==> config.mk <==
export PLATFORM = sky130hd
export DESIGN_NAME = touch_sample_filter_calibrate
export DESIGN_NICKNAME = d
export VERILOG_FILES = /design/src/rtl/core/tsfc_pkg.sv /design/src/rtl/core/tsfc_ctrl.sv /design/src/rtl/core/tsfc_datapath.sv /design/src/rtl/core/touch_sample_filter_calibrate.sv
export SDC_FILE = /design/constraint.sdc
export NUM_CORES = 2
export LEC_CHECK = 0
export BUFFER_PORTS_ARGS = -buffer_cell sky130_fd_sc_hd__clkbuf_2
export CELL_PAD_IN_SITES_DETAIL_PLACEMENT = 0
export CELL_PAD_IN_SITES_GLOBAL_PLACEMENT = 2
export CORE_AREA = 2 2 242 363
export DETAILED_ROUTE_END_ITERATION = 8
export DIE_AREA = 0 0 244 365
export HOLD_SLACK_MARGIN = 0.05
export PLACE_DENSITY = 0.84
export SYNTH_ARGS = -nofsm -noshare
export SYNTH_HDL_FRONTEND = slang
export SYNTH_SLANG_ARGS = --single-unit
==> constraint.sdc <==
create_clock -name clk_i -period 17.75 [get_ports clk_i]
set_clock_uncertainty 0.2 [all_clocks]
set_input_delay 1.775 -clock clk_i [delete_from_list [all_inputs] [get_ports clk_i]]
set_output_delay 1.775 -clock clk_i [all_outputs]
set_load 0.05 [all_outputs]
==> src/rtl/core/tsfc_pkg.sv <==
// Shared types and constants for the touch sample filter and calibration block.
package tsfc_pkg;

  localparam int DataW    = 16;
  localparam int CfgW     = 17;
  localparam int CfgIdxW  = 3;
  localparam int SensW    = 3;
  localparam int FiltW    = 17;
  localparam int PressW   = 30;
  localparam int ProdW    = 34;
  localparam int DivSteps = 30;
  localparam int DivCntW  = 5;
  localparam int PressShift = 14;
  localparam int CalShift   = 15;
  localparam int LpfShift   = 4;
  localparam int JumpLimit  = 1000;
  localparam int SensMax    = 4;
  localparam int SensReset  = 2;

  typedef enum logic [1:0] {
    EV_NONE    = 2'd0,
    EV_PRESS   = 2'd1,
    EV_MOVE    = 2'd2,
    EV_RELEASE = 2'd3
  } event_kind_e;

  typedef enum logic [2:0] {
    REG_SENSITIVITY = 3'd0,
    REG_X_OFFSET    = 3'd1,
    REG_X_SCALE     = 3'd2,
    REG_Y_OFFSET    = 3'd3,
    REG_Y_SCALE     = 3'd4
  } cfg_reg_e;

  typedef enum logic [1:0] {
    MUL_PRESS = 2'd0,
    MUL_X     = 2'd1,
    MUL_Y     = 2'd2
  } mul_sel_e;

  typedef struct packed {
    logic     load;
    logic     mul_en;
    mul_sel_e mul_sel;
    logic     div_init;
    logic     div_step;
    logic     decide;
    logic     cal_x;
    logic     cal_y;
    logic     finish;
  } cmd_t;

  typedef struct packed {
    logic pen;
    logic div_ok;
    logic pressed;
  } sts_t;

endpackage

==> src/rtl/core/tsfc_ctrl.sv <==
// Sequencing state machine for the touch sample filter and calibration block.
module tsfc_ctrl (
  input  logic          clk_i,
  input  logic          rst_ni,
  input  logic          in_valid_i,
  output logic          in_ready_o,
  output logic          out_valid_o,
  input  logic          out_ready_i,
  input  tsfc_pkg::sts_t sts_i,
  output tsfc_pkg::cmd_t cmd_o
);

  typedef enum logic [3:0] {
    S_IDLE,
    S_MUL_P,
    S_CHECK,
    S_DIV,
    S_DECIDE,
    S_MUL_X,
    S_CAL_X,
    S_MUL_Y,
    S_CAL_Y,
    S_FINISH
  } state_e;

  state_e                        state_q;
  logic [tsfc_pkg::DivCntW-1:0]  cnt_q;
  logic                          out_valid_q;
  logic                          out_free;

  assign out_free    = !out_valid_q || out_ready_i;
  assign in_ready_o  = (state_q == S_IDLE);
  assign out_valid_o = out_valid_q;

  always_comb begin
    cmd_o = '0;
    cmd_o.mul_sel = tsfc_pkg::MUL_PRESS;
    case (state_q)
      S_IDLE:   cmd_o.load = in_valid_i;
      S_MUL_P: begin
        cmd_o.mul_en  = 1'b1;
        cmd_o.mul_sel = tsfc_pkg::MUL_PRESS;
      end
      S_CHECK:  cmd_o.div_init = sts_i.pen && sts_i.div_ok;
      S_DIV:    cmd_o.div_step = 1'b1;
      S_DECIDE: cmd_o.decide = 1'b1;
      S_MUL_X: begin
        cmd_o.mul_en  = 1'b1;
        cmd_o.mul_sel = tsfc_pkg::MUL_X;
      end
      S_CAL_X:  cmd_o.cal_x = 1'b1;
      S_MUL_Y: begin
        cmd_o.mul_en  = 1'b1;
        cmd_o.mul_sel = tsfc_pkg::MUL_Y;
      end
      S_CAL_Y:  cmd_o.cal_y = 1'b1;
      S_FINISH: cmd_o.finish = out_free;
      default:  cmd_o = '0;
    endcase
  end

  always_ff @(posedge clk_i or negedge rst_ni) begin
    if (!rst_ni) begin
      state_q     <= S_IDLE;
      cnt_q       <= '0;
      out_valid_q <= 1'b0;
    end else begin
      if (cmd_o.finish) begin
        out_valid_q <= 1'b1;
      end else if (out_ready_i) begin
        out_valid_q <= 1'b0;
      end
      case (state_q)
        S_IDLE: begin
          if (in_valid_i) begin
            state_q <= S_MUL_P;
          end
        end
        S_MUL_P:  state_q <= S_CHECK;
        S_CHECK: begin
          cnt_q <= '0;
          if (!sts_i.pen) begin
            state_q <= S_FINISH;
          end else if (sts_i.div_ok) begin
            state_q <= S_DIV;
          end else begin
            state_q <= S_DECIDE;
          end
        end
        S_DIV: begin
          cnt_q <= cnt_q + 1'b1;
          if (cnt_q == tsfc_pkg::DivCntW'(tsfc_pkg::DivSteps - 1)) begin
            state_q <= S_DECIDE;
          end
        end
        S_DECIDE: state_q <= sts_i.pressed ? S_MUL_X : S_FINISH;
        S_MUL_X:  state_q <= S_CAL_X;
        S_CAL_X:  state_q <= S_MUL_Y;
        S_MUL_Y:  state_q <= S_CAL_Y;
        S_CAL_Y:  state_q <= S_FINISH;
        S_FINISH: begin
          if (out_free) begin
            state_q <= S_IDLE;
          end
        end
        default:  state_q <= S_IDLE;
      endcase
    end
  end

endmodule

==> src/rtl/core/tsfc_datapath.sv <==
// Datapath: configuration, touch state, shared multiplier, divider and output register.
module tsfc_datapath (
  input  logic                          clk_i,
  input  logic                          rst_ni,
  input  logic                          cfg_we_i,
  input  logic [tsfc_pkg::CfgIdxW-1:0]  cfg_index_i,
  input  logic [tsfc_pkg::CfgW-1:0]     cfg_data_i,
  input  tsfc_pkg::cmd_t                cmd_i,
  output tsfc_pkg::sts_t                sts_o,
  input  logic                          pen_down_i,
  input  logic [tsfc_pkg::DataW-1:0]    x_raw_i,
  input  logic [tsfc_pkg::DataW-1:0]    y_raw_i,
  input  logic [tsfc_pkg::DataW-1:0]    z1_raw_i,
  input  logic [tsfc_pkg::DataW-1:0]    z2_raw_i,
  output logic [1:0]                    event_kind_o,
  output logic [tsfc_pkg::DataW-1:0]    pos_x_o,
  output logic [tsfc_pkg::DataW-1:0]    pos_y_o,
  output logic [tsfc_pkg::PressW-1:0]   pressure_level_o
);

  localparam int DW = tsfc_pkg::DataW;
  localparam int FW = tsfc_pkg::FiltW;
  localparam int PW = tsfc_pkg::PressW;
  localparam int MW = tsfc_pkg::ProdW;

  // Configuration and persistent touch state.
  logic [tsfc_pkg::SensW-1:0] sens_q;
  logic signed [DW-1:0]       x_off_q, y_off_q;
  logic signed [FW-1:0]       x_scale_q, y_scale_q;
  logic signed [DW-1:0]       coord_x_q, coord_y_q;
  logic signed [FW-1:0]       filt_x_q, filt_y_q;
  logic [PW-1:0]              press_q;

  // Working registers for the item in flight.
  logic                       pen_q;
  logic [DW-1:0]              x_q, y_q, z1_q, z2_q;
  logic signed [MW-1:0]       prod_q;
  logic [PW-1:0]              rem_q, quo_q;
  tsfc_pkg::event_kind_e      kind_q;

  // Output register.
  tsfc_pkg::event_kind_e      out_kind_q;
  logic [DW-1:0]              out_x_q, out_y_q;
  logic [PW-1:0]              out_press_q;

  logic signed [FW-1:0]       mul_a, mul_b;
  logic signed [MW-1:0]       mul_p;
  logic [PW-1:0]              trial;
  logic                       trial_ge;
  logic                       touched, div_ok, pressed, release_ev;
  logic signed [FW-1:0]       base_x, base_y, filt_x_d, filt_y_d;
  logic signed [FW:0]         dx, dy, dx_sel, dy_sel, dx_adj, dy_adj, dx_step, dy_step;
  logic                       jump;
  logic signed [MW-1:0]       cal_adj, cal_shift;
  logic signed [DW+3:0]       cal_sum;
  logic signed [DW-1:0]       cal_off, cal_sat;
  logic [tsfc_pkg::SensW-1:0] sens_wr;

  always_comb begin
    case (cmd_i.mul_sel)
      tsfc_pkg::MUL_PRESS: begin
        mul_a = $signed({{(FW-DW+tsfc_pkg::LpfShift){1'b0}}, x_q[DW-1:tsfc_pkg::LpfShift]});
        mul_b = $signed({1'b0, z2_q}) - $signed({1'b0, z1_q});
      end
      tsfc_pkg::MUL_X: begin
        mul_a = filt_x_q;
        mul_b = x_scale_q;
      end
      tsfc_pkg::MUL_Y: begin
        mul_a = filt_y_q;
        mul_b = y_scale_q;
      end
      default: begin
        mul_a = filt_x_q;
        mul_b = x_scale_q;
      end
    endcase
  end

  assign mul_p = mul_a * mul_b;

  // Restoring divider: one quotient bit per cycle, numerator shifted out of quo_q.
  assign trial    = {rem_q[PW-2:0], quo_q[PW-1]};
  assign trial_ge = (trial >= PW'(prod_q));

  assign div_ok  = !prod_q[MW-1] && (prod_q != '0);
  assign pressed = div_ok && (quo_q > PW'(sens_q));
  assign touched = !coord_x_q[DW-1];
  assign release_ev = !pen_q && touched;

  assign sts_o.pen     = pen_q;
  assign sts_o.div_ok  = div_ok;
  assign sts_o.pressed = pressed;

  // Low-pass filter step; a first touch seeds the filter with the raw sample.
  always_comb begin
    base_x = touched ? filt_x_q : $signed({1'b0, x_q});
    base_y = touched ? filt_y_q : $signed({1'b0, y_q});
    dx = $signed({2'b00, x_q}) - {base_x[FW-1], base_x};
    dy = $signed({2'b00, y_q}) - {base_y[FW-1], base_y};
    jump = (dx > (FW+1)'(tsfc_pkg::JumpLimit)) || (dx < -(FW+1)'(tsfc_pkg::JumpLimit)) ||
           (dy > (FW+1)'(tsfc_pkg::JumpLimit)) || (dy < -(FW+1)'(tsfc_pkg::JumpLimit));
    dx_sel = jump ? '0 : dx;
    dy_sel = jump ? '0 : dy;
    // Bias negative values so the shift truncates toward zero.
    dx_adj = dx_sel[FW] ? dx_sel + (FW+1)'((1 << tsfc_pkg::LpfShift) - 1) : dx_sel;
    dy_adj = dy_sel[FW] ? dy_sel + (FW+1)'((1 << tsfc_pkg::LpfShift) - 1) : dy_sel;
    dx_step = dx_adj >>> tsfc_pkg::LpfShift;
    dy_step = dy_adj >>> tsfc_pkg::LpfShift;
    filt_x_d = base_x + FW'(dx_step);
    filt_y_d = base_y + FW'(dy_step);
  end

  // Calibration: offset plus product over 32768, truncated toward zero, then saturated.
  always_comb begin
    cal_adj   = prod_q[MW-1] ? prod_q + MW'((1 << tsfc_pkg::CalShift) - 1) : prod_q;
    cal_shift = cal_adj >>> tsfc_pkg::CalShift;
    cal_off   = cmd_i.cal_x ? x_off_q : y_off_q;
    cal_sum   = (DW+4)'(cal_off) + (DW+4)'(cal_shift);
    if (cal_sum > (DW+4)'((1 << (DW-1)) - 1)) begin
      cal_sat = {1'b0, {(DW-1){1'b1}}};
    end else if (cal_sum < -(DW+4)'(1 << (DW-1))) begin
      cal_sat = {1'b1, {(DW-1){1'b0}}};
    end else begin
      cal_sat = cal_sum[DW-1:0];
    end
  end

  assign sens_wr = (cfg_data_i[tsfc_pkg::SensW-1:0] > tsfc_pkg::SensW'(tsfc_pkg::SensMax)) ?
                   tsfc_pkg::SensW'(tsfc_pkg::SensMax) : cfg_data_i[tsfc_pkg::SensW-1:0];

  always_ff @(posedge clk_i or negedge rst_ni) begin
    if (!rst_ni) begin
      sens_q    <= tsfc_pkg::SensW'(tsfc_pkg::SensReset);
      x_off_q   <= '0;
      x_scale_q <= '0;
      y_off_q   <= '0;
      y_scale_q <= '0;
      coord_x_q <= '1;
      coord_y_q <= '1;
      filt_x_q  <= '0;
      filt_y_q  <= '0;
      press_q   <= '0;
    end else begin
      if (cfg_we_i) begin
        case (cfg_index_i)
          tsfc_pkg::REG_SENSITIVITY: sens_q    <= sens_wr;
          tsfc_pkg::REG_X_OFFSET:    x_off_q   <= cfg_data_i[DW-1:0];
          tsfc_pkg::REG_X_SCALE:     x_scale_q <= cfg_data_i;
          tsfc_pkg::REG_Y_OFFSET:    y_off_q   <= cfg_data_i[DW-1:0];
          tsfc_pkg::REG_Y_SCALE:     y_scale_q <= cfg_data_i;
          default: ;
        endcase
      end
      if (cmd_i.decide) begin
        if (pressed) begin
          press_q  <= quo_q - PW'(sens_q);
          filt_x_q <= filt_x_d;
          filt_y_q <= filt_y_d;
        end else begin
          press_q <= '0;
        end
      end
      if (cmd_i.cal_x) begin
        coord_x_q <= cal_sat;
      end
      if (cmd_i.cal_y) begin
        coord_y_q <= cal_sat;
      end
      if (cmd_i.finish && release_ev) begin
        coord_x_q <= '1;
        coord_y_q <= '1;
        press_q   <= '0;
        filt_x_q  <= '0;
        filt_y_q  <= '0;
      end
    end
  end

  always_ff @(posedge clk_i) begin
    if (cmd_i.load) begin
      pen_q  <= pen_down_i;
      x_q    <= x_raw_i;
      y_q    <= y_raw_i;
      z1_q   <= z1_raw_i;
      z2_q   <= z2_raw_i;
      kind_q <= tsfc_pkg::EV_NONE;
    end
    if (cmd_i.mul_en) begin
      prod_q <= mul_p;
    end
    if (cmd_i.div_init) begin
      rem_q <= '0;
      quo_q <= {z1_q, {tsfc_pkg::PressShift{1'b0}}};
    end else if (cmd_i.div_step) begin
      rem_q <= trial_ge ? trial - PW'(prod_q) : trial;
      quo_q <= {quo_q[PW-2:0], trial_ge};
    end
    if (cmd_i.decide && pressed) begin
      kind_q <= touched ? tsfc_pkg::EV_MOVE : tsfc_pkg::EV_PRESS;
    end
    if (cmd_i.finish) begin
      out_kind_q  <= release_ev ? tsfc_pkg::EV_RELEASE : kind_q;
      out_x_q     <= coord_x_q;
      out_y_q     <= coord_y_q;
      out_press_q <= release_ev ? '0 : press_q;
    end
  end

  assign event_kind_o     = out_kind_q;
  assign pos_x_o          = out_x_q;
  assign pos_y_o          = out_y_q;
  assign pressure_level_o = out_press_q;

endmodule

==> src/rtl/core/touch_sample_filter_calibrate.sv <==
// Top level of the touch sample filter and calibration block.
// Path: a pen-up poll goes from the pressure product straight to the output register, a zero
// or negative pressure divisor skips the bit-serial divider, and a pressure not above the
// threshold skips the calibration. The block takes one poll at a time, the multiplier is
// shared, and a result awaiting its transfer holds the next poll at its end.
// Reset (asynchronous, active low) restores the default configuration and "not touched".
module touch_sample_filter_calibrate (
  input  logic        clk_i,
  input  logic        rst_ni,
  // Poll input: tdata = x_raw[15:0], y_raw[31:16], z1_raw[47:32], z2_raw[63:48].
  input  logic        s_axis_tvalid,
  output logic        s_axis_tready,
  input  logic [63:0] s_axis_tdata,
  // tuser = pen_down[0].
  input  logic        s_axis_tuser,
  // Event output: tdata = pos_x[15:0], pos_y[31:16], pressure_level[61:32], zero[63:62].
  output logic        m_axis_tvalid,
  input  logic        m_axis_tready,
  output logic [63:0] m_axis_tdata,
  // tuser = event_kind[1:0].
  output logic [1:0]  m_axis_tuser,
  // Configuration write port; register index follows the register list.
  input  logic        cfg_we_i,
  input  logic [2:0]  cfg_index_i,
  input  logic [16:0] cfg_data_i
);

  tsfc_pkg::cmd_t cmd;
  tsfc_pkg::sts_t sts;

  logic [tsfc_pkg::DataW-1:0]  pos_x, pos_y;
  logic [tsfc_pkg::PressW-1:0] pressure_level;

  // The controller sequences one poll at a time: capture, pressure product, divider,
  // filter decision, two calibration products and the hand-over to the output register.
  tsfc_ctrl u_ctrl (
    .clk_i       (clk_i),
    .rst_ni      (rst_ni),
    .in_valid_i  (s_axis_tvalid),
    .in_ready_o  (s_axis_tready),
    .out_valid_o (m_axis_tvalid),
    .out_ready_i (m_axis_tready),
    .sts_i       (sts),
    .cmd_o       (cmd)
  );

  // The datapath holds the configuration, the filtered and calibrated touch state and
  // the output register, so a new poll may be taken while a result awaits its transfer.
  tsfc_datapath u_datapath (
    .clk_i            (clk_i),
    .rst_ni           (rst_ni),
    .cfg_we_i         (cfg_we_i),
    .cfg_index_i      (cfg_index_i),
    .cfg_data_i       (cfg_data_i),
    .cmd_i            (cmd),
    .sts_o            (sts),
    .pen_down_i       (s_axis_tuser),
    .x_raw_i          (s_axis_tdata[15:0]),
    .y_raw_i          (s_axis_tdata[31:16]),
    .z1_raw_i         (s_axis_tdata[47:32]),
    .z2_raw_i         (s_axis_tdata[63:48]),
    .event_kind_o     (m_axis_tuser),
    .pos_x_o          (pos_x),
    .pos_y_o          (pos_y),
    .pressure_level_o (pressure_level)
  );

  assign m_axis_tdata = {2'b00, pressure_level, pos_y, pos_x};

`ifndef SYNTH
  // Only one poll is in flight: after an input transfer the input side closes.
  a_one_in_flight: assert property (@(posedge clk_i) disable iff (!rst_ni)
    s_axis_tvalid && s_axis_tready |=> !s_axis_tready)
    else $error("input accepted while a poll was still in flight");

  // A release always reports zero pressure.
  a_release_zero: assert property (@(posedge clk_i) disable iff (!rst_ni)
    m_axis_tvalid && (m_axis_tuser == tsfc_pkg::EV_RELEASE) |-> (pressure_level == '0))
    else $error("release event carries non-zero pressure");

  // Press and move only follow a pressure strictly above the threshold.
  a_press_nonzero: assert property (@(posedge clk_i) disable iff (!rst_ni)
    m_axis_tvalid && ((m_axis_tuser == tsfc_pkg::EV_PRESS) ||
                      (m_axis_tuser == tsfc_pkg::EV_MOVE)) |-> (pressure_level != '0))
    else $error("press or move event with zero pressure");
`endif

endmodule

==> results.sh <==
export IMPL_slew_viol_final=0
export IMPL_netlist_area_um2=34000
export IMPL_worst_path_max_delay_cell="a21boi_1"
export IMPL_gr_usage_met3_pct=2.58
export IMPL_fin_nets=4305
export IMPL_grt_max_degree=98
export IMPL_postRouteAntennaNets=0
export IMPL_maxCapViolations=0
export IMPL_end_kind="flop"
export IMPL_remaining_drc_errors=0
export IMPL_grt_use_total_pct=22.2
export IMPL_detail_route_first_pass_iterations=5
export IMPL_synth_edf_count=181
export IMPL_synthArstFlopShare_pct=43.9
export IMPL_ys_types=91
export IMPL_cts_root_buf="clkbuf_16"
export IMPL_io_buffers=155
export IMPL_cts_sinks=399
export IMPL_viasPerCell=5.24
export IMPL_synth_area_top_cells="fa_1 (18%), edfxtp_1 (16%), dfrtp_1 (10%), ha_1 (8.1%), inv_1 (5.3%)"
export IMPL_yosysTopAreaCellShare_pct=18.0
export IMPL_cts_buffers_inserted=43
export IMPL_cts_tree="done"
export IMPL_crit_path_start="u_datapath.z1_q[0]"
export IMPL_ctsHoldBuffers=0
export IMPL_antenna_found_initial=2
export IMPL_cp_data_required_time_ns=17.89
export IMPL_die_w_um=244
export IMPL_rsz0062_at_grt="false"
export IMPL_dieHeight_um=365
export IMPL_placementRows=132
export IMPL_fin_crit_ns=10.10
export IMPL_critPathTopFamily="compound AO/OA/AOI/OAI gates"
export IMPL_path_clk_slew_ns=0.06
export IMPL_area_growth_pct=10.5
export IMPL_coreArea_um2=86000
export IMPL_dpl_instance_area_um2=36100
export IMPL_drive_gt1_share_pct=11.7
export IMPL_num_fill_cells=8387
export IMPL_clock_path_buffers=3
export IMPL_fmax_mhz=99.0
export IMPL_path_depth=33
export IMPL_start_util_pct=39.5
export IMPL_top_usage_layer="met2"
export IMPL_final_hold_viol_count=0
export IMPL_cp_common_cell="fa_1"
export IMPL_use_met1_pct=26.2
export IMPL_ctsHtreeMaxLevel=2
export IMPL_ys_seq_area_share_pct=31.5
export IMPL_io_pins=158
export IMPL_grt_ovfl_total=0
export IMPL_status="finished clean"
export IMPL_wl_mm=98.5
export IMPL_setup_worst_path_end="u_datapath.prod_q[33]"
export IMPL_place_congestion=0.903
export IMPL_cts_resized=0
export IMPL_r2r_slack_ns=7.65
export IMPL_yosysTopAreaCell="fa_1"
export IMPL_grt_pass1_wl_mm=152
export IMPL_detailed_place_hpwl_mm=78.2
export IMPL_critPathLaunchType="flop"
export IMPL_yosysWarnings=0
export IMPL_worst_path_buf_inv=3
export IMPL_ys_ff_latch=399
export IMPL_drt_initial_drc_count=1457
export IMPL_postSynthCellCount=3567
export IMPL_design_area_um2=37600
export IMPL_critPathKind="reg2reg"
export IMPL_slowest_delay_ns=1.10
export IMPL_n_antenna_cell=0
export IMPL_grt_pass1_vias=26316
export IMPL_wl_per_cell_um=20.3
export IMPL_synth_ff_type="edfxtp_1"
export IMPL_fin_crit_sh_pct=56.9
export IMPL_grt_use_met2_pct=41.3
export IMPL_vias=25507
export IMPL_reg2reg_depth=33
export IMPL_crit_arrival_ns=10.24
export IMPL_crit_fanout=14
export IMPL_tightest_slew_ns=1.38
export IMPL_avgSynthCellArea_um2=9.53
export IMPL_die_area_um2=89100
export IMPL_finalSetupViolCount=0
export IMPL_clk_latency_ns=0.60
export IMPL_worstHoldPathType="reg2reg"
export IMPL_slew_headroom_pct=7.96
export IMPL_r2r_end="u_datapath.prod_q[33]"
export IMPL_cts_setup_buffers=0
export IMPL_r2r_start="u_datapath.z1_q[0]"
export IMPL_fin_tns_setup_ns=0
-- worst min-delay path by stage --
stage	startpoint	to	slack (ns)	cells after the start
2_1_floorplan	u_datapath.quo_q[0]	u_datapath.quo_q[0]	0.24	2
3_5_place_dp	u_datapath.quo_q[0]	u_datapath.quo_q[0]	0.26	2
4_1_cts	u_datapath.quo_q[0]	u_datapath.quo_q[0]	0.27	2
5_1_grt	u_datapath.press_q[15]	u_datapath.press_q[15]	0.29	2
3_3_place_gp	u_datapath.quo_q[0]	u_datapath.quo_q[0]	0.25	2
6_report	u_datapath.press_q[4]	u_datapath.press_q[4]	0.27	2
-- worst register-to-register path: cells and delay by family (launching register included) --
| family | cells | cell delay, ns |
|---|---|---|
| flops | 1 | 0.42 |
| buf+inv | 3 | 0.14 |
| simple gates | 5 | 0.80 |
| compound gates | 15 | 4.11 |
| xor+xnor | 1 | 0.08 |
| fa+ha+maj | 9 | 4.10 |
-- cell usage in the layout, fill, tap and decap left out, types with 70 or more instances in the layout --
| cell | Yosys | routed |
|---|---|---|
| a21oi_1 | 170 | 169 |
| clkbuf_2 | 0 | 154 |
| dfrtp_1 | 142 | 141 |
| edfxtp_1 | 181 | 181 |
| fa_1 | 305 | 305 |
| ha_1 | 219 | 219 |
| inv_1 | 477 | 477 |
| mux2_2 | 75 | 75 |
| mux2i_1 | 70 | 70 |
| nand2_1 | 420 | 419 |
| nand3_1 | 74 | 74 |
| nor2_1 | 287 | 282 |
| o21ai_0 | 170 | 169 |
| xnor2_1 | 125 | 125 |
-- sequential cells by signal (all words and copies together), names as in the netlist, 16 cells and up --
| signal | flops |
|---|---|
| u_datapath.z2_q | 16 |
| u_datapath.pressure_level_o | 30 |
| u_datapath.rem_q | 29 |
| u_datapath.quo_q | 30 |
| u_datapath.pos_y_o | 16 |
| u_datapath.y_off_q | 16 |
| u_datapath.pos_x_o | 16 |
| u_datapath.filt_x_q | 17 |
| u_datapath.press_q | 30 |
| u_datapath.x_off_q | 16 |
| u_datapath.y_scale_q | 17 |
| u_datapath.coord_x_q | 16 |
| u_datapath.filt_y_q | 17 |
| u_datapath.y_q | 16 |
| u_datapath.prod_q | 34 |
| u_datapath.z1_q | 16 |
| u_datapath.coord_y_q | 16 |
| u_datapath.x_scale_q | 17 |
| u_datapath.x_q | 16 |
-- per-layer routing --
metal | share of wire [%] | vias to the layer above
li1 | - | 12176
met1 | 41 | 12644
met2 | 52 | 535
met3 | 4.0 | 148
met4 | 3.8 | 4
met5 | 0.027 | -
-- synth_stat cells, types with 37 or more instances --
cell type	instances
a211oi_1	37
a21o_1	41
a21oi_1	170
clkbuf_1	98
dfrtp_1	142
dfxtp_1	43
edfxtp_1	181
fa_1	305
ha_1	219
inv_1	477
mux2_2	75
mux2i_1	70
nand2_1	420
nand3_1	74
nor2_1	287
nor2b_1	55
nor3_1	69
o21a_1	49
o21ai_0	170
xnor2_1	125
xor2_1	44
-- through the flow --
step	worst slack, ns	hold WS (ns)	cells	utilization (%)
floorplan	9.04	0.236	3568	-
global placement	7.77	0.248	4785	42.0
detailed placement	7.73	0.257	4785	42.0
CTS	7.75	0.266	4864	43.7
global route	6.95	0.286	4864	43.7
finish	7.65	0.269	4864	43.7
-- final cells by class --
type | count | area, um^2 | area share (%)
multi-input combinational | 2567 | 21100 | 56.0
sequential | 399 | 10700 | 28.5
inverter | 479 | 1800 | 4.78
tap | 1139 | 1430 | 3.79
clock buffer | 55 | 1190 | 3.18
timing repair buffer | 201 | 1130 | 3.00
clock inverter | 24 | 265 | 0.706
-- cell families after synthesis --
| family | after synthesis | share of synthesized area [%] |
|---|---|---|
| mux | 145 | 4.54 |
| buf+inv | 602 | 6.81 |
| fa+ha+maj | 524 | 26.0 |
| other cells | 1 | 0.0110 |
| compound gates | 653 | 12.5 |
| flops | 399 | 31.5 |
| simple gates | 1074 | 14.3 |
| xor+xnor | 169 | 4.35 |
Power is left out: the tool's default activity adds up to more than one toggle a clock period on the data nets, which glitch-free logic cannot reach.
